`src/crtc_pkg.sv`:
```
// Package for the character-timing CRT controller.
// Holds bus opcodes, register indexes, write masks and the shared struct types.
// No dependencies.
package crtc_pkg;

    // Bus operation carried by each input transaction
    typedef enum logic [1:0] {
        OP_TICK  = 2'd0,
        OP_WRITE = 2'd1,
        OP_READ  = 2'd2,
        OP_RESET = 2'd3
    } t_opcode;

    // Bus port select
    localparam logic PORT_ADDR = 1'b0;
    localparam logic PORT_DATA = 1'b1;

    // Register file geometry
    localparam int REG_COUNT  = 18;
    localparam int REG_STORED = 16;
    localparam int REG_SEL_W  = 5;
    localparam int REG_IDX_W  = 4;

    // Register indexes
    localparam logic [REG_SEL_W-1:0] REG_CLEAR_LIMIT = 5'd10;
    localparam logic [REG_SEL_W-1:0] REG_CURSOR_H    = 5'd14;
    localparam logic [REG_SEL_W-1:0] REG_CURSOR_L    = 5'd15;
    localparam logic [REG_SEL_W-1:0] REG_LPEN_H      = 5'd16;
    localparam logic [REG_SEL_W-1:0] REG_LPEN_L      = 5'd17;

    // Value returned by a read of a write-only register
    localparam logic [7:0] READ_UNUSED = 8'hff;

    // Width of the linear fetch address before it is cut to the address bus
    localparam int LIN_W = 24;

    // Interlace mode field value for interlaced-video mode
    localparam logic [1:0] MODE_INTERLACE_VIDEO = 2'd3;

    // Cursor blink modes
    localparam logic [1:0] CUR_STEADY     = 2'd0;
    localparam logic [1:0] CUR_BLINK_FAST = 2'd2;
    localparam logic [1:0] CUR_BLINK_SLOW = 2'd3;

    // Stored registers R0..R15
    typedef logic [REG_STORED-1:0][7:0] t_reg_bank;

    // Timing counters
    typedef struct packed {
        logic [7:0]  col;
        logic [13:0] scan;
        logic [13:0] row;
        logic [4:0]  raster;
        logic [4:0]  field;
    } t_counters;

    // Per-character timing flags
    typedef struct packed {
        logic [4:0] raster_addr;
        logic       display_enable;
        logic       hsync;
        logic       vsync;
        logic       cursor;
    } t_tick_flags;

    // Writable bits of each stored register
    function automatic logic [7:0] write_mask(input logic [REG_IDX_W-1:0] idx);
        logic [7:0] m;
        case (idx)
            4'd4, 4'd6, 4'd7, 4'd10, 4'd14: m = 8'h7f;
            4'd5, 4'd9, 4'd11:              m = 8'h1f;
            4'd8:                           m = 8'hf3;
            4'd12:                          m = 8'h3f;
            default:                        m = 8'hff;
        endcase
        if (idx == 4'd14) begin
            m = 8'h3f;
        end
        return m;
    endfunction

    // Character skew: code 3 means no skew
    function automatic logic [1:0] skew_of(input logic [1:0] v);
        return (v == 2'd3) ? 2'd0 : v;
    endfunction

endpackage

```
`src/crtc_in_if.sv`:
```
// Input channel of the CRT controller: valid/ready handshake with bus payload.
// No dependencies.
interface crtc_in_if;
    logic       valid;
    logic       ready;
    logic [1:0] opcode;
    logic       port;
    logic [7:0] write_data;

    modport source (output valid, output opcode, output port, output write_data,
                    input ready);
    modport sink   (input valid, input opcode, input port, input write_data,
                    output ready);
endinterface

```
`src/crtc_out_if.sv`:
```
// Result channel of the CRT controller: valid/ready handshake with timing payload.
// Address width follows the controller's ADDR_BITS parameter.
interface crtc_out_if #(
    parameter int ADDR_BITS = 14
);
    logic                 valid;
    logic                 ready;
    logic [ADDR_BITS-1:0] mem_addr;
    logic [4:0]           raster_addr;
    logic                 display_enable;
    logic                 hsync;
    logic                 vsync;
    logic                 cursor_out;
    logic [7:0]           read_data;

    modport source (output valid, output mem_addr, output raster_addr,
                    output display_enable, output hsync, output vsync,
                    output cursor_out, output read_data, input ready);
    modport sink   (input valid, input mem_addr, input raster_addr,
                    input display_enable, input hsync, input vsync,
                    input cursor_out, input read_data, output ready);
endinterface

```
`src/crtc_regfile.sv`:
```
// Register file of the CRT controller: address select, masked writes, readback.
// Depends on crtc_pkg.
module crtc_regfile
    import crtc_pkg::*;
(
    input  logic       i_clk,
    input  logic       i_rst_n,
    input  logic       i_wr_en,
    input  logic       i_port,
    input  logic [7:0] i_data,
    output t_reg_bank  o_regs,
    output logic [7:0] o_read_data,
    output logic       o_clear
);

    t_reg_bank            r_regs;
    logic [REG_SEL_W-1:0] r_sel;

    // Update selection and registers on a bus write
    always_ff @(posedge i_clk) begin
        if (!i_rst_n) begin
            r_regs <= '0;
            r_sel  <= '0;
        end else if (i_wr_en) begin
            if (i_port == PORT_ADDR) begin
                if (i_data[REG_SEL_W-1:0] < REG_SEL_W'(REG_COUNT)) begin
                    r_sel <= i_data[REG_SEL_W-1:0];
                end
            end else if (r_sel < REG_SEL_W'(REG_STORED)) begin
                r_regs[r_sel[REG_IDX_W-1:0]] <=
                    i_data & write_mask(r_sel[REG_IDX_W-1:0]);
            end
        end
    end

    // Restart counters on a data write to a timing register
    assign o_clear = i_wr_en && (i_port == PORT_DATA) && (r_sel < REG_CLEAR_LIMIT);

    // Read back cursor registers; light pen reads zero; the rest are write-only
    always_comb begin
        case (r_sel) inside
            REG_CURSOR_H, REG_CURSOR_L: o_read_data = r_regs[r_sel[REG_IDX_W-1:0]];
            REG_LPEN_H, REG_LPEN_L:     o_read_data = '0;
            default:                    o_read_data = READ_UNUSED;
        endcase
    end

    assign o_regs = r_regs;

endmodule

```
`src/crtc_tick.sv`:
```
// Per-character timing logic: position outputs and next counter values.
// Depends on crtc_pkg.
module crtc_tick
    import crtc_pkg::*;
#(
    parameter int ADDR_BITS = 14
) (
    input  t_reg_bank             i_regs,
    input  t_counters             i_ctr,
    output logic [ADDR_BITS-1:0]  o_mem_addr,
    output t_tick_flags           o_flags,
    output t_counters             o_next
);

    logic [1:0]       mode;
    logic [7:0]       r1;
    logic [8:0]       hpos;
    logic [9:0]       hend;
    logic [4:0]       vw;
    logic [13:0]      vend;
    logic [1:0]       skew_c;
    logic [1:0]       skew_k;
    logic [13:0]      start;
    logic [13:0]      cpos;
    logic [1:0]       cmode;
    logic             de;
    logic             blink_ok;
    logic [21:0]      prod;
    logic [LIN_W-1:0] lin;
    logic [LIN_W-1:0] lin_skewed;
    logic [8:0]       cols;
    logic [8:0]       col_inc;
    logic [5:0]       cl;
    logic [7:0]       rows_p1;
    logic [13:0]      total_base;
    logic [14:0]      total_raw;
    logic [14:0]      total;
    logic [14:0]      scan_inc;
    logic [13:0]      scan_wrap;
    logic             even;
    logic [4:0]       field_inc;
    logic [5:0]       rast_inc1;
    logic [6:0]       rast_inc2;
    logic [4:0]       rast_prog;
    logic [4:0]       rast_intl;

    // Decode register fields
    assign mode   = i_regs[8][1:0];
    assign r1     = i_regs[1];
    assign hpos   = {1'b0, i_regs[2]} + 9'd1;
    assign hend   = {1'b0, hpos} + {6'd0, i_regs[3][3:0]};
    assign vw     = (i_regs[3][7:4] == 4'd0) ? 5'd16 : {1'b0, i_regs[3][7:4]};
    assign vend   = 14'(i_regs[7]) + 14'(vw);
    assign skew_c = skew_of(i_regs[8][5:4]);
    assign skew_k = skew_of(i_regs[8][7:6]);
    assign start  = {i_regs[12][5:0], i_regs[13]};
    assign cpos   = {i_regs[14][5:0], i_regs[15]};
    assign cmode  = i_regs[10][6:5];

    // Sync windows and display enable
    assign o_flags.vsync = (i_ctr.row >= 14'(i_regs[7])) && (i_ctr.row < vend);
    assign o_flags.hsync = (10'(i_ctr.col) >= 10'(hpos)) && (10'(i_ctr.col) < hend);
    assign de = (i_ctr.col >= 8'(skew_c))
             && (9'(i_ctr.col) < (9'(r1) + 9'(skew_c)))
             && (i_ctr.row < 14'(i_regs[6]));
    assign o_flags.display_enable = de;
    assign o_flags.raster_addr    = i_ctr.raster;

    // Linear fetch address
    assign prod       = i_ctr.row * r1;
    assign lin        = LIN_W'(start) + LIN_W'(prod) + LIN_W'(i_ctr.col);
    assign lin_skewed = lin - LIN_W'(skew_c);
    assign o_mem_addr = de ? lin_skewed[ADDR_BITS-1:0] : '0;

    // Cursor match with blink
    assign blink_ok = (cmode == CUR_STEADY)
                   || ((cmode == CUR_BLINK_FAST) && !i_ctr.field[3])
                   || ((cmode == CUR_BLINK_SLOW) && !i_ctr.field[4]);
    assign o_flags.cursor = blink_ok
                         && (i_ctr.raster >= i_regs[10][4:0])
                         && (i_ctr.raster <= i_regs[11][4:0])
                         && de
                         && ((lin + LIN_W'(skew_c)) == (LIN_W'(cpos) + LIN_W'(skew_k)));

    // Frame geometry
    assign cols       = ({1'b0, i_regs[0]} < 9'd1) ? 9'd2 : ({1'b0, i_regs[0]} + 9'd1);
    assign cl         = (mode == MODE_INTERLACE_VIDEO) ? (6'(i_regs[9][4:0]) + 6'd2)
                                                       : (6'(i_regs[9][4:0]) + 6'd1);
    assign rows_p1    = {1'b0, i_regs[4][6:0]} + 8'd1;
    assign total_base = rows_p1 * cl;
    assign total_raw  = (mode == MODE_INTERLACE_VIDEO)
                      ? (15'(total_base) + 15'({i_regs[5][4:0], 1'b0}))
                      : ((15'(total_base) + 15'(i_regs[5][4:0])) << 1);
    assign total      = (total_raw < 15'd2) ? 15'd2 : total_raw;

    // Counter increments; each counter stays below its bound
    assign col_inc   = 9'(i_ctr.col) + 9'd1;
    assign scan_inc  = 15'(i_ctr.scan) + 15'd2;
    assign scan_wrap = (scan_inc >= total) ? 14'(scan_inc - total) : scan_inc[13:0];
    assign even      = !i_ctr.field[0];
    assign field_inc = i_ctr.field + 5'd1;
    assign rast_inc1 = 6'(i_ctr.raster) + 6'd1;
    assign rast_prog = (rast_inc1 == cl) ? 5'd0 : rast_inc1[4:0];
    assign rast_inc2 = 7'(i_ctr.raster) + 7'd2;
    assign rast_intl = (rast_inc2 >= 7'(cl)) ? 5'(rast_inc2 - 7'(cl)) : rast_inc2[4:0];

    // Advance column, then line, row and field at end of line
    always_comb begin
        o_next = i_ctr;
        if (col_inc == cols) begin
            o_next.col  = '0;
            o_next.scan = scan_wrap;
            if ((even && scan_wrap == 14'd0) || (!even && scan_wrap == 14'd1)) begin
                o_next.field  = field_inc;
                o_next.row    = '0;
                o_next.scan   = 14'(field_inc[0]);
                o_next.raster = (mode == MODE_INTERLACE_VIDEO) ? 5'(field_inc[0]) : 5'd0;
            end else if (mode != MODE_INTERLACE_VIDEO) begin
                o_next.raster = rast_prog;
                if (rast_prog == 5'd0) begin
                    o_next.row = i_ctr.row + 14'd1;
                end
            end else begin
                o_next.raster = rast_intl;
                if ((even && rast_intl == 5'd0) || (!even && rast_intl == 5'd1)) begin
                    o_next.row    = i_ctr.row + 14'd1;
                    o_next.raster = even ? 5'd0 : 5'd1;
                end
            end
        end else begin
            o_next.col = col_inc[7:0];
        end
    end

endmodule

```
`src/crt_character_timing_controller_top.sv`:
```
// Character-timing CRT controller, top level.
// Result valid follows input acceptance through the input register, then the result register.
// Throughput: one transaction per cycle while the result channel is ready; the path
// through the row-times-width multiplier and the address compare sets the clock.
// Reset (synchronous, active low) clears registers, selection, counters and both stages.
// Depends on crtc_pkg, crtc_in_if, crtc_out_if, crtc_regfile and crtc_tick.
module crt_character_timing_controller_top
    import crtc_pkg::*;
#(
    parameter int ADDR_BITS = 14
) (
    input  logic              i_clk,
    input  logic              i_rst_n,
    crtc_in_if.sink           i_in,
    crtc_out_if.source        o_out
);

    logic                 r_in_valid;
    t_opcode              r_op;
    logic                 r_port;
    logic [7:0]           r_data;

    logic                 r_out_valid;
    logic [ADDR_BITS-1:0] r_mem_addr;
    t_tick_flags          r_flags;
    logic [7:0]           r_read_data;

    t_counters            r_ctr;
    t_counters            n_ctr;

    logic                 advance;
    logic                 fire;
    logic                 is_tick;
    logic                 wr_en;
    logic                 wr_clear;
    t_reg_bank            regs;
    logic [7:0]           read_data;
    logic [ADDR_BITS-1:0] tick_addr;
    t_tick_flags          tick_flags;
    t_counters            tick_next;

    // Handshake: result stage frees when empty or taken
    assign advance    = !r_out_valid || o_out.ready;
    assign fire       = r_in_valid && advance;
    assign i_in.ready = !r_in_valid || advance;
    assign is_tick    = fire && (r_op == OP_TICK);
    assign wr_en      = fire && (r_op == OP_WRITE);

    // Capture input transaction
    always_ff @(posedge i_clk) begin
        if (!i_rst_n) begin
            r_in_valid <= 1'b0;
        end else if (i_in.valid && i_in.ready) begin
            r_in_valid <= 1'b1;
        end else if (advance) begin
            r_in_valid <= 1'b0;
        end
    end

    always_ff @(posedge i_clk) begin
        if (i_in.valid && i_in.ready) begin
            r_op   <= t_opcode'(i_in.opcode);
            r_port <= i_in.port;
            r_data <= i_in.write_data;
        end
    end

    crtc_regfile u_regfile (
        .i_clk       (i_clk),
        .i_rst_n     (i_rst_n),
        .i_wr_en     (wr_en),
        .i_port      (r_port),
        .i_data      (r_data),
        .o_regs      (regs),
        .o_read_data (read_data),
        .o_clear     (wr_clear)
    );

    crtc_tick #(
        .ADDR_BITS (ADDR_BITS)
    ) u_tick (
        .i_regs     (regs),
        .i_ctr      (r_ctr),
        .o_mem_addr (tick_addr),
        .o_flags    (tick_flags),
        .o_next     (tick_next)
    );

    // Select next counter state
    always_comb begin
        n_ctr = r_ctr;
        if (is_tick) begin
            n_ctr = tick_next;
        end else if (wr_clear || (fire && (r_op == OP_RESET))) begin
            n_ctr = '0;
        end
    end

    always_ff @(posedge i_clk) begin
        if (!i_rst_n) begin
            r_ctr <= '0;
        end else begin
            r_ctr <= n_ctr;
        end
    end

    // Load result register
    always_ff @(posedge i_clk) begin
        if (!i_rst_n) begin
            r_out_valid <= 1'b0;
        end else if (advance) begin
            r_out_valid <= r_in_valid;
        end
    end

    always_ff @(posedge i_clk) begin
        if (fire) begin
            r_mem_addr  <= is_tick ? tick_addr : '0;
            r_flags     <= is_tick ? tick_flags : '0;
            r_read_data <= (r_op == OP_READ) ? read_data : 8'd0;
        end
    end

    // Drive result channel
    assign o_out.valid          = r_out_valid;
    assign o_out.mem_addr       = r_mem_addr;
    assign o_out.raster_addr    = r_flags.raster_addr;
    assign o_out.display_enable = r_flags.display_enable;
    assign o_out.hsync          = r_flags.hsync;
    assign o_out.vsync          = r_flags.vsync;
    assign o_out.cursor_out     = r_flags.cursor;
    assign o_out.read_data      = r_read_data;

endmodule

```
`src/flat_wrapper.sv`:
```
// flat-port wrapper written by rule: the top's interface ports become plain ports
module crt_character_timing_controller_top_flat import crtc_pkg::*;
#(
    parameter int ADDR_BITS = 14
)
  (i_clk, i_rst_n, i_in_valid, i_in_opcode, i_in_port, i_in_write_data, i_in_ready, o_out_valid, o_out_mem_addr, o_out_raster_addr, o_out_display_enable, o_out_hsync, o_out_vsync, o_out_cursor_out, o_out_read_data, o_out_ready);
  crtc_in_if i_in_i ();
  crtc_out_if #(.ADDR_BITS(ADDR_BITS)) o_out_i ();
  input  logic i_clk;
  input  logic i_rst_n;
  input wire logic [$bits(i_in_i.valid)-1:0] i_in_valid;
  input wire logic [$bits(i_in_i.opcode)-1:0] i_in_opcode;
  input wire logic [$bits(i_in_i.port)-1:0] i_in_port;
  input wire logic [$bits(i_in_i.write_data)-1:0] i_in_write_data;
  output wire logic [$bits(i_in_i.ready)-1:0] i_in_ready;
  output wire logic [$bits(o_out_i.valid)-1:0] o_out_valid;
  output wire logic [$bits(o_out_i.mem_addr)-1:0] o_out_mem_addr;
  output wire logic [$bits(o_out_i.raster_addr)-1:0] o_out_raster_addr;
  output wire logic [$bits(o_out_i.display_enable)-1:0] o_out_display_enable;
  output wire logic [$bits(o_out_i.hsync)-1:0] o_out_hsync;
  output wire logic [$bits(o_out_i.vsync)-1:0] o_out_vsync;
  output wire logic [$bits(o_out_i.cursor_out)-1:0] o_out_cursor_out;
  output wire logic [$bits(o_out_i.read_data)-1:0] o_out_read_data;
  input wire logic [$bits(o_out_i.ready)-1:0] o_out_ready;
  assign i_in_i.valid = i_in_valid;
  assign i_in_i.opcode = i_in_opcode;
  assign i_in_i.port = i_in_port;
  assign i_in_i.write_data = i_in_write_data;
  assign i_in_ready = i_in_i.ready;
  assign o_out_valid = o_out_i.valid;
  assign o_out_mem_addr = o_out_i.mem_addr;
  assign o_out_raster_addr = o_out_i.raster_addr;
  assign o_out_display_enable = o_out_i.display_enable;
  assign o_out_hsync = o_out_i.hsync;
  assign o_out_vsync = o_out_i.vsync;
  assign o_out_cursor_out = o_out_i.cursor_out;
  assign o_out_read_data = o_out_i.read_data;
  assign o_out_i.ready = o_out_ready;
  crt_character_timing_controller_top #(.ADDR_BITS(ADDR_BITS)) u_core (.i_clk(i_clk), .i_rst_n(i_rst_n), .i_in(i_in_i), .o_out(o_out_i));
endmodule
```
`config.mk`:
```
export PLATFORM = sky130hd
export DESIGN_NAME = crt_character_timing_controller_top_flat
export DESIGN_NICKNAME = d
export VERILOG_FILES = /design/src/crtc_pkg.sv /design/src/crtc_in_if.sv /design/src/crtc_out_if.sv /design/src/crtc_regfile.sv /design/src/crtc_tick.sv /design/src/crt_character_timing_controller_top.sv /design/src/flat_wrapper.sv
export SDC_FILE = /design/constraint.sdc
export NUM_CORES = 1
export LEC_CHECK = 0
export BUFFER_PORTS_ARGS = -buffer_cell sky130_fd_sc_hd__buf_4
export CORE_MARGIN = 2
export CORE_UTILIZATION = 45
export CTS_CLUSTER_SIZE = 30
export DETAILED_ROUTE_END_ITERATION = 8
export SLEW_MARGIN = 15
export SYNTH_ARGS = -nofsm -noshare
export SYNTH_HDL_FRONTEND = slang
export SYNTH_SLANG_ARGS = --single-unit
```
`constraint.sdc`:
```
create_clock -name i_clk -period 19.73 [get_ports i_clk]
set_input_delay 0.9865 -clock i_clk [delete_from_list [all_inputs] [get_ports i_clk]]
set_output_delay 0.9865 -clock i_clk [all_outputs]
set_load 0.05 [all_outputs]
```
==> results of run 1 <==
-- layer usage --
layer / up-vias / wire, microns
li1: 8639 / -
met2: 281 / 26650
met4: 0 / 1440
met3: 76 / 1413
met5: - / 0
met1: 8508 / 25810
-- cell usage after synthesis, drive strengths merged (76+ instances only) --
cell type | instances | area share [%]
nor2 | 276 | 5.0
inv | 235 | 4.2
ha | 201 | 12
nand2 | 200 | 3.6
dfxtp | 172 | 16
a21oi | 161 | 3.9
fa | 126 | 12
clkbuf | 107 | 1.9
mux2i | 104 | 4.9
o21ai | 100 | 2.4
xnor2 | 89 | 3.7
and2 | 80 | 2.4
nand3 | 76 | 1.8
-- registers in the layout, summed over array words and instances (netlist names), named ones only --
| signal | count |
|---|---|
| u_core.u_regfile.o_regs | 115 |
| u_core.r_ctr | 46 |
| u_core.o_out.mem_addr | 14 |
| u_core.o_out.read_data | 8 |
| u_core.r_data | 8 |
| u_core.o_out.raster_addr | 5 |
| u_core.u_regfile.r_sel | 5 |
| u_core.r_op | 2 |
| u_core.o_out.cursor_out | 1 |
| u_core.o_out.display_enable | 1 |
| u_core.o_out.hsync | 1 |
| u_core.o_out.valid | 1 |
| u_core.o_out.vsync | 1 |
| u_core.r_in_valid | 1 |
| u_core.r_port | 1 |
-- layout make-up --
type | instances | share of cell area [%]
Clock buffer | 42 | 3.398
Clock inverter | 6 | 0.2593
Inverter | 236 | 3.917
Multi-Input combinational cell | 1958 | 66.08
Sequential cell | 214 | 20.74
Tap cell | 607 | 3.349
Timing Repair Buffer | 68 | 2.251
-- worst max-delay path by stage --
stage | startpoint | depth (start not counted) | endpoint | slack, ps
floorplan | u_core.u_regfile.o_regs[65] | 34 | u_core.r_ctr[5] | 10920
global placement | u_core.u_regfile.o_regs[72] | 33 | u_core.r_ctr[5] | 9950
detailed placement | u_core.u_regfile.o_regs[72] | 34 | u_core.r_ctr[31] | 9760
CTS | u_core.u_regfile.o_regs[72] | 34 | u_core.r_ctr[31] | 9720
global route | u_core.u_regfile.o_regs[72] | 37 | u_core.r_ctr[29] | 8740
finish | u_core.u_regfile.o_regs[72] | 37 | u_core.r_ctr[31] | 9740
-- where the power goes --
group | internal, W | switching (W) | leakage, nW
registers | 0.000450 | 0.00000317 | 1.79
logic | 0.0000125 | 0.0000355 | 7.30
clock network | 0.000268 | 0.000195 | 0.407
-- through the flow --
step / util (%) / total power (W)
6_report: 48.92 / 0.0009643
2_1_floorplan: - / 0.0004926
4_1_cts: 48.92 / 0.0009706
5_1_grt: 48.92 / 0.0009914
3_5_place_dp: 47.14 / 0.0005113
3_3_place_gp: 47.14 / 0.0005109
-- logic make-up after synthesis --
group / after synthesis / synth area share (%)
compound gates: 474 / 14.60
xor+xnor: 151 / 6.387
fa+ha+maj: 327 / 23.94
buf+inv: 356 / 6.440
flops: 214 / 22.36
mux: 111 / 5.322
simple gates: 895 / 20.95
-- critical path: cells and delay by family, from the launching register on --
family | cells | cell delay, ps
xor+xnor | 4 | 1120
compound gates | 10 | 2160
simple gates | 9 | 2200
flops | 1 | 490
buf+inv | 5 | 690
fa+ha+maj | 8 | 3070
mux | 1 | 110
==> reports/summary.txt, run 1 <==
Status: completed
Final design instance area without fill: 0.02268 sq mm
Slew HR: 20.17%
Drt pass-1 iters: 8
Vias per inst: 5.591
Max-cap violations: 0
RSZ-0062 raised after global routing: no
Cell Pwr Density: 42.52 mW/mm^2
Pin count of the biggest net entering global routing: 89
Post-route clock period utilization: 50.64%
Port Buf Inserts: 47
First-pass GRT wire length: 91050 microns
Endpoints failing hold: 0
Commonest non-fill, non-tap cell in the layout: nor2_1
Drt total wl: 55310 microns
Worst path arrival time: 10390 ps
Post-synth EDFFs: 42
DRC errors left: 0
Final setup TNS: 0 ps
Tightest Pin Transition: 1193 ps
Area growth syn-to-layout: 7.796%
Nets@finish: 2846
Hold endpoint: u_core.u_regfile.o_regs[118]
Later-pin clock latency in the skew report: 550 ps
Mapped Area: 0.02104 sq mm
Crit path launch type: flop
GR Util met3: 1.746%
Starting Density: 45.39%
Min cycle time layout: 9992 ps
Routed WL per cell: 17.67 microns
Fillers: 4444
R2r startpoint: u_core.u_regfile.o_regs[72]
Critical Path Fanout Max: 20
Reg clk slew, reported paths: 60 ps
Post-synthesis sequential area ratio: 22.36%
Max incr delay on CP: 660 ps
Total CTS buffers: 26
Total of warnings raised by yosys: 0
Finished Layout Cells: 3131
GRT Max-Usage Layer: met2
Post-CTS Setup Bufs: 0
Overflow after GRT: 0
Register Area: 0.004705 sq mm
Met2 Track Usage GR: 40.79%
Detailed Route Iter0 Violations: 970
Vias in the first global route: 17.26k
# clock sinks: 214
Leak pwr: 9.496 nW
Longest Clk Path Bufs: 3
Worst path slowest cell: xor2_1
Met1 Track Usage GR: 30.55%
CP required: 20130 ps
CTS Root Cell: clkbuf_16
Antenna violations before repair: 0
FF+latch count, synth: 214
R2r setup slk: 9740 ps
Unique cell type count in the Yosys netlist: 93
Ys async rst share: 0%
Syn avg cell area: 8.323 sq um
Post-DRT Antenna Nets: 0
Worst setup path class: flop to flop
Post-Syn Nets: 2870
Core area: 0.04636 sq mm
Setup violators final: 0
Placement Cell Area: 0.02185 sq mm
I/O pins: 48
Crit Reg-Reg Endpoint: u_core.r_ctr[31]
Vias: 17.50k
Post-DP HPWL: 42470 microns
Commonest non-fill, non-tap cells in the layout: nor2_1 (273), inv_1 (233), ha_1 (201)
H-tree depth: 1
Cell count after synthesis: 2528
Die area: 0.04850 sq mm
Hold crit path type: flop to flop
Resize count post-CTS: 0
Setup WS pre-CTS: 9756 ps
GRT Total Usage: 23.15%
Hold path start: u_core.u_regfile.o_regs[118]
Die height: 220.2 microns
Setup crit end kind: flop
Hold path depth: 1
Multi-input gate area: 0.01499 sq mm
TritonCTS clock tree: yes
Worst setup margin: 9738 ps
Worst VDD drop: 61.02 uV
Antenna cells: 0
Die Wd: 220.2 microns
FP Rows: 79
GP Congestion: 0.9053
Share of post-route cells with drive strength above 1: 6.815%
Final Max Slew Viols: 0
Post-CTS Hold Buffers: 0
Placed instance count: 3083
Fmax achieved: 0.1001 GHz
Worst R2R Path Depth: 37
Hold WS: 474.1 ps
Ys flop type: dfxtp_1
Setup Skew: 13.86 ps
Power figures use the tool's default switching activity.
==> run 2: changes to the inputs <==
- clock period: 19.73 -> 10.01 ns (I/O delays scaled with it)
==> run 2 against run 1 <==
Register-to-register slack worse by 9100 ps; clock-buffer cell count is 8 lower; die area stayed put; clock power is 100% higher; sequential share of layout area is 0.12 points lower; non-clock buffer count is 9 higher; combinational power is 99% higher; global-route usage is 0.051 points lower; critical path type unchanged; largest power group unchanged.
==> reports/summary.txt, run 2 (synthesis results as in run 1) <==
GRT Total Usage: 23.10% (-0.051 points)
Worst path buffer plus inverter count: 6 (+1)
Commonest non-fill, non-tap cells in the layout: nor2_1 (272), inv_1 (233), ha_1 (201)
R2r startpoint: u_core.u_regfile.o_regs[73]
Reg clk slew, reported paths: 60 ps (about the same)
Slew HR: 22.26% (+2.1 points)
Max-cap violations: 0 (unchanged)
Vias: 17.54k (+0.20%)
Post-DP HPWL: 42340 microns (-0.31%)
Cell Pwr Density: 83.86 mW/mm^2 (+97%)
Crit path launch type: flop
Starting Density: 45.39% (unchanged)
Drt total wl: 55700 microns (+0.69%)
Hold endpoint: u_core.r_data[1]
Finished Layout Cells: 3138 (+0.22%)
Max FFs per register: 115 (unchanged)
Die Wd: 220.2 microns (unchanged)
H-tree depth: 1 (unchanged)
Worst path arrival time: 9810 ps (-580 ps)
GP Congestion: 0.9095 (+0.46%)
FP Rows: 79 (unchanged)
Crit Reg-Reg Endpoint: u_core.r_ctr[22]
Max incr delay on CP: 550 ps (-110 ps)
# clock sinks: 214 (unchanged)
Critical Path Fanout Max: 20 (unchanged)
Drt pass-1 iters: 5 (-3)
Pin count of the biggest net entering global routing: 83 (-6.7%)
CP Launch Point: u_core.u_regfile.o_regs[73]
Placed instance count: 3091 (+0.26%)
Detailed Route Iter0 Violations: 1319 (+36%)
Post-DRT Antenna Nets: 0 (unchanged)
DRC errors left: 0 (unchanged)
Status: completed
Endpoints failing hold: 0 (unchanged)
Commonest non-fill, non-tap cell in the layout: nor2_1
Hold path depth: 1 (unchanged)
Nets@finish: 2854 (+0.28%)
Wire length on met3: 2206 microns (+56%)
I/O pins: 48 (unchanged)
Leak pwr: 9.543 nW (+0.49%)
Area growth syn-to-layout: 8.426%
TritonCTS clock tree: yes
Tightest Pin Transition: 1162 ps (-31.16 ps)
Port Buf Inserts: 47 (unchanged)
Setup crit end kind: flop
Final Max Slew Viols: 0 (unchanged)
Min cycle time layout: 9392 ps (-600.1 ps)
Worst path slowest cell: fa_1
Antenna violations before repair: 0 (unchanged)
Total CTS buffers: 25 (-3.8%)
Met2 WL: 27300 microns (+2.4%)
Share of post-route cells with drive strength above 1: 7.507% (+0.69 points)
Hold path start: i_in_write_data[1]
Final setup TNS: 0 ps (unchanged)
Post-CTS Hold Buffers: 0 (unchanged)
RSZ-0062 raised after global routing: no
Met1 Wirelength: 24890 microns (-3.6%)
Core area: 0.04636 sq mm (unchanged)
CP required: 10430 ps (-9700 ps)
First-pass GRT wire length: 90590 microns (-0.51%)
Die height: 220.2 microns (unchanged)
Worst VDD drop: 127.1 uV (+110%)
Antenna cells: 0 (unchanged)
Vias in the first global route: 17.39k (+0.73%)
Overflow after GRT: 0 (unchanged)
Post-route clock period utilization: 93.82% (+43 points)
Setup violators final: 0 (unchanged)
Routed WL per cell: 17.75 microns (+0.47%)
Worst setup path class: flop to flop
Hold WS: 129.7 ps (-344.4 ps)
Fmax achieved: 0.1065 GHz (+6.4%)
Setup Skew: 27.20 ps (+13.34 ps)
Die area: 0.04850 sq mm (unchanged)
Later-pin clock latency in the skew report: 540 ps (about the same)
Hold crit path type: input port to flop
Vias per inst: 5.589 (about the same)
Top cell family by delay on the critical path: adder cells
Top layer used by detailed routing: met4
CTS Root Cell: clkbuf_16
Worst R2R Path Depth: 36 (-2.7%)
Layout Utilization: 49.21% (+0.29 points)
Longest Clk Path Bufs: 3 (unchanged)
R2r setup slk: 620 ps (-9120 ps)
## run 2: worst max path at each step
stage                       end  slack, ps  cells past startpoint
2_1_floorplan   u_core.r_ctr[5]       1200                     34
3_3_place_gp   u_core.r_ctr[22]        500                     33
3_5_place_dp   u_core.r_ctr[22]        240                     33
4_1_cts        u_core.r_ctr[22]        200                     33
5_1_grt        u_core.r_ctr[30]         10                     37
6_report       u_core.r_ctr[22]        620                     36
## run 2: routing by layer
metal | global-route usage [%] | up-vias
met5 | 0 | -
li1 | - | 8650
met1 | 29.88 | 8478
met4 | 5.548 | 0
met2 | 41.38 | 347
met3 | 2.186 | 64
## run 2: worst register-to-register path: cells and delay by family (launching register included)
kind                       cells  cell delay, ps
buffers and inverters          6             670
AOI/OAI and AO/OA             10            2440
and+or+nand+nor                9            2310
muxes                          1             110
xor gates and xnor gates       3             530
adders and majority gates      7            2820
DFF                            1             410
## run 2: report_power, final
| part | switching, W | internal [W] |
|---|---|---|
| Combinational | 0.0000709 | 0.0000247 |
| Sequential | 0.00000622 | 0.000888 |
| Clock | 0.000377 | 0.000546 |
## run 2: final cells by class
cell class	instances	area (sq um)
timing repair buffer	77	581.8
inverter	236	888.4
clock inverter	12	132.6
clock buffer	34	700.7
tap	607	759.5
multi-input combinational	1958	15050
sequential	214	4705
fill	4441	23550
## run 2: repair_timing
item | in CTS | in global routing
endpoints found under the hold margin | 0 | 0
setup buffers | 0 | 1
setup endpoints to repair | 0 | 35
resized for setup | 0 | 12
## run 2: metrics by stage
step | cell area [sq um] | worst slack (ps) | total power, W
final | 22810 | 618.4 | 0.001913
after global routing | 22810 | 12.90 | 0.001968
after CTS | 22740 | 195.2 | 0.001930
after detailed placement | 21910 | 238.0 | 0.001009
after global placement | 21910 | 503.2 | 0.001007
after floorplan | 21040 | 1196 | 0.0009708
==> run 3: changes to the inputs <==
- CORE_UTILIZATION: 45 -> 40
- PLACE_DENSITY: not set -> 0.53
==> run 3 against run 2 <==
Final cell count is 2.7% higher; clock-buffer cell count rose by 1; maximum frequency rose by 1.7%; sequential share of layout area decreased by 0.12 points; first-iteration DRC count down 13%; global-route usage down 1.7 points; combinational power increased by 0.6%; critical path type unchanged; largest power group unchanged.
==> reports/summary.txt, run 3 (synthesis results as in run 1) <==
Port Buf Inserts: 47 (unchanged)
Commonest non-fill, non-tap cell in the layout: nor2_1
Area growth syn-to-layout: 9.039%
I/O pins: 48 (unchanged)
Worst VDD drop: 101.9 uV (-20%)
TritonCTS clock tree: yes
Cell Pwr Density: 83.96 mW/mm^2 (+0.12%)
GP Congestion: 0.8798 (-3.3%)
CP Launch Point: u_core.u_regfile.o_regs[73]
Worst path buffer plus inverter count: 8 (+2)
Worst R2R Path Depth: 37 (+2.8%)
Detailed Route Iter0 Violations: 1142 (-13%)
Vias in the first global route: 17.57k (+1.1%)
Vias per inst: 5.479 (-2.0%)
Routed WL per cell: 17.81 microns (+0.34%)
Later-pin clock latency in the skew report: 560 ps (+20 ps)
Reg clk slew, reported paths: 60 ps (about the same)
Worst setup path class: flop to flop
Starting Density: 40.28% (-5.1 points)
Hold crit path type: input port to flop
Min cycle time layout: 9234 ps (-157.5 ps)
Slew HR: 20.91% (-1.3 points)
Max-cap violations: 0 (unchanged)
RSZ-0062 raised after global routing: no
Post-CTS Hold Buffers: 0 (unchanged)
Post-route clock period utilization: 92.25% (-1.6 points)
Max incr delay on CP: 560 ps (about the same)
Worst path arrival time: 9620 ps (-190 ps)
R2r setup slk: 780 ps (+160 ps)
Longest Clk Path Bufs: 3 (unchanged)
Setup Skew: 27.88 ps (+0.6827 ps)
Hold path start: i_in_write_data[1]
# clock sinks: 214 (unchanged)
Top cell family by delay on the critical path: adder cells
Overflow after GRT: 0 (unchanged)
Total CTS buffers: 26 (+4.0%)
Fmax achieved: 0.1083 GHz (+1.7%)
Die area: 0.05445 sq mm (+12%)
Pwr Total: 0.001926 W (+0.69%)
R2r startpoint: u_core.u_regfile.o_regs[73]
Nets@finish: 2858 (+0.14%)
Crit path launch type: flop
Max FFs per register: 115 (unchanged)
Core area: 0.05224 sq mm (+13%)
Drt total wl: 57420 microns (+3.1%)
First-pass GRT wire length: 93870 microns (+3.6%)
Die Wd: 233.3 microns (+6.0%)
Drt pass-1 iters: 5 (unchanged)
Hold endpoint: u_core.r_data[1]
Antenna violations before repair: 0 (unchanged)
GRT Total Usage: 21.39% (-1.7 points)
Hold path depth: 1 (unchanged)
CP required: 10400 ps (-30 ps)
Status: completed
CTS Root Cell: clkbuf_16
Die height: 233.3 microns (+6.0%)
Critical Path Fanout Max: 20 (unchanged)
Commonest non-fill, non-tap cells in the layout: nor2_1 (272), inv_1 (233), ha_1 (201)
Post-DP HPWL: 43590 microns (+2.9%)
Final Max Slew Viols: 0 (unchanged)
Setup violators final: 0 (unchanged)
Vias: 17.66k (+0.71%)
DRC errors left: 0 (unchanged)
Setup crit end kind: flop
Share of post-route cells with drive strength above 1: 7.650% (+0.14 points)
Final setup TNS: 0 ps (unchanged)
FP Rows: 84 (+6.3%)
Pin count of the biggest net entering global routing: 80 (-3.6%)
Endpoints failing hold: 0 (unchanged)
Worst path slowest cell: fa_1
H-tree depth: 1 (unchanged)
Crit Reg-Reg Endpoint: u_core.r_ctr[34]
Leak pwr: 9.574 nW (+0.33%)
Tightest Pin Transition: 1182 ps (+20.08 ps)
Post-DRT Antenna Nets: 0 (unchanged)
Antenna cells: 0 (unchanged)
-- run 3: changes by cell type in the layout (fill, tap and decap cells not counted), sizes merged --
cell      change
buf           +3
bufinv        -2
clkbuf        +1
clkinv        +5
clkinvlp      -2
-- run 3: worst reg2reg max path, delay by kind of cell, from the launching register on --
kind	cells	cell delay [ps]
AO/OA/AOI/OAI	9	2120
AND/OR/NAND/NOR	9	2220
multiplexers	1	120
adder cells (fa/ha/maj)	7	2760
buffers and inverters	8	950
flip-flops	1	390
XOR/XNOR	3	540
-- run 3: through the flow --
| step | utilization [%] | hold slack [ps] | cells | cell area (sq um) | worst slack (ps) |
|---|---|---|---|---|---|
| after floorplan | - | 453.9 | 2528 | 21040 | 1196 |
| after global placement | 42.18 | 460.9 | 3175 | 22030 | 542.5 |
| after detailed placement | 42.18 | 469.1 | 3175 | 22030 | 271.0 |
| after CTS | 43.81 | 110.1 | 3223 | 22880 | 241.5 |
| after global routing | 43.92 | 114.3 | 3224 | 22940 | 42.89 |
| final | 43.92 | 139.6 | 3224 | 22940 | 775.9 |
-- run 3: layout make-up --
class                   instances  area [sq um]
flip-flops and latches        214          4705
repair buffers                 80         604.3
fillers                      5171         29290
inverters                     236         888.4
multi-input cells            1958         15040
clock buffers                  35         778.2
well taps                     688         860.8
clock inverters                13         68.82
-- run 3: how the worst max path moves through the flow --
stage	slack (ps)	cells past startpoint	to
after floorplan	1200	34	u_core.r_ctr[5]
after global placement	540	33	u_core.r_ctr[22]
after detailed placement	270	37	u_core.r_ctr[25]
after CTS	240	37	u_core.r_ctr[34]
after global routing	40	36	u_core.r_ctr[26]
final	780	37	u_core.r_ctr[34]
-- run 3: timing repair --
item / 4_1_cts / 5_1_grt
buffers inserted: 0 / 1
resized for setup: 0 / 11
endpoints found under the setup margin: 0 / 35
-- run 3: where the power goes --
part / switching, W / internal [W] / leakage, nW / total, W
registers: 0.00000654 / 0.000888 / 1.79 / 0.000894
clock network: 0.000391 / 0.000545 / 0.425 / 0.000936
logic: 0.0000713 / 0.0000249 / 7.36 / 0.0000962
total: 0.000469 / 0.00146 / 9.57 / 0.00193
-- run 3: per-layer routing --
layer / share of wire [%] / track usage, %
met1: 45 / 27.95
met2: 49 / 37.97
met3: 3.7 / 1.721
met4: 2.4 / 5.314
met5: 0 / 0
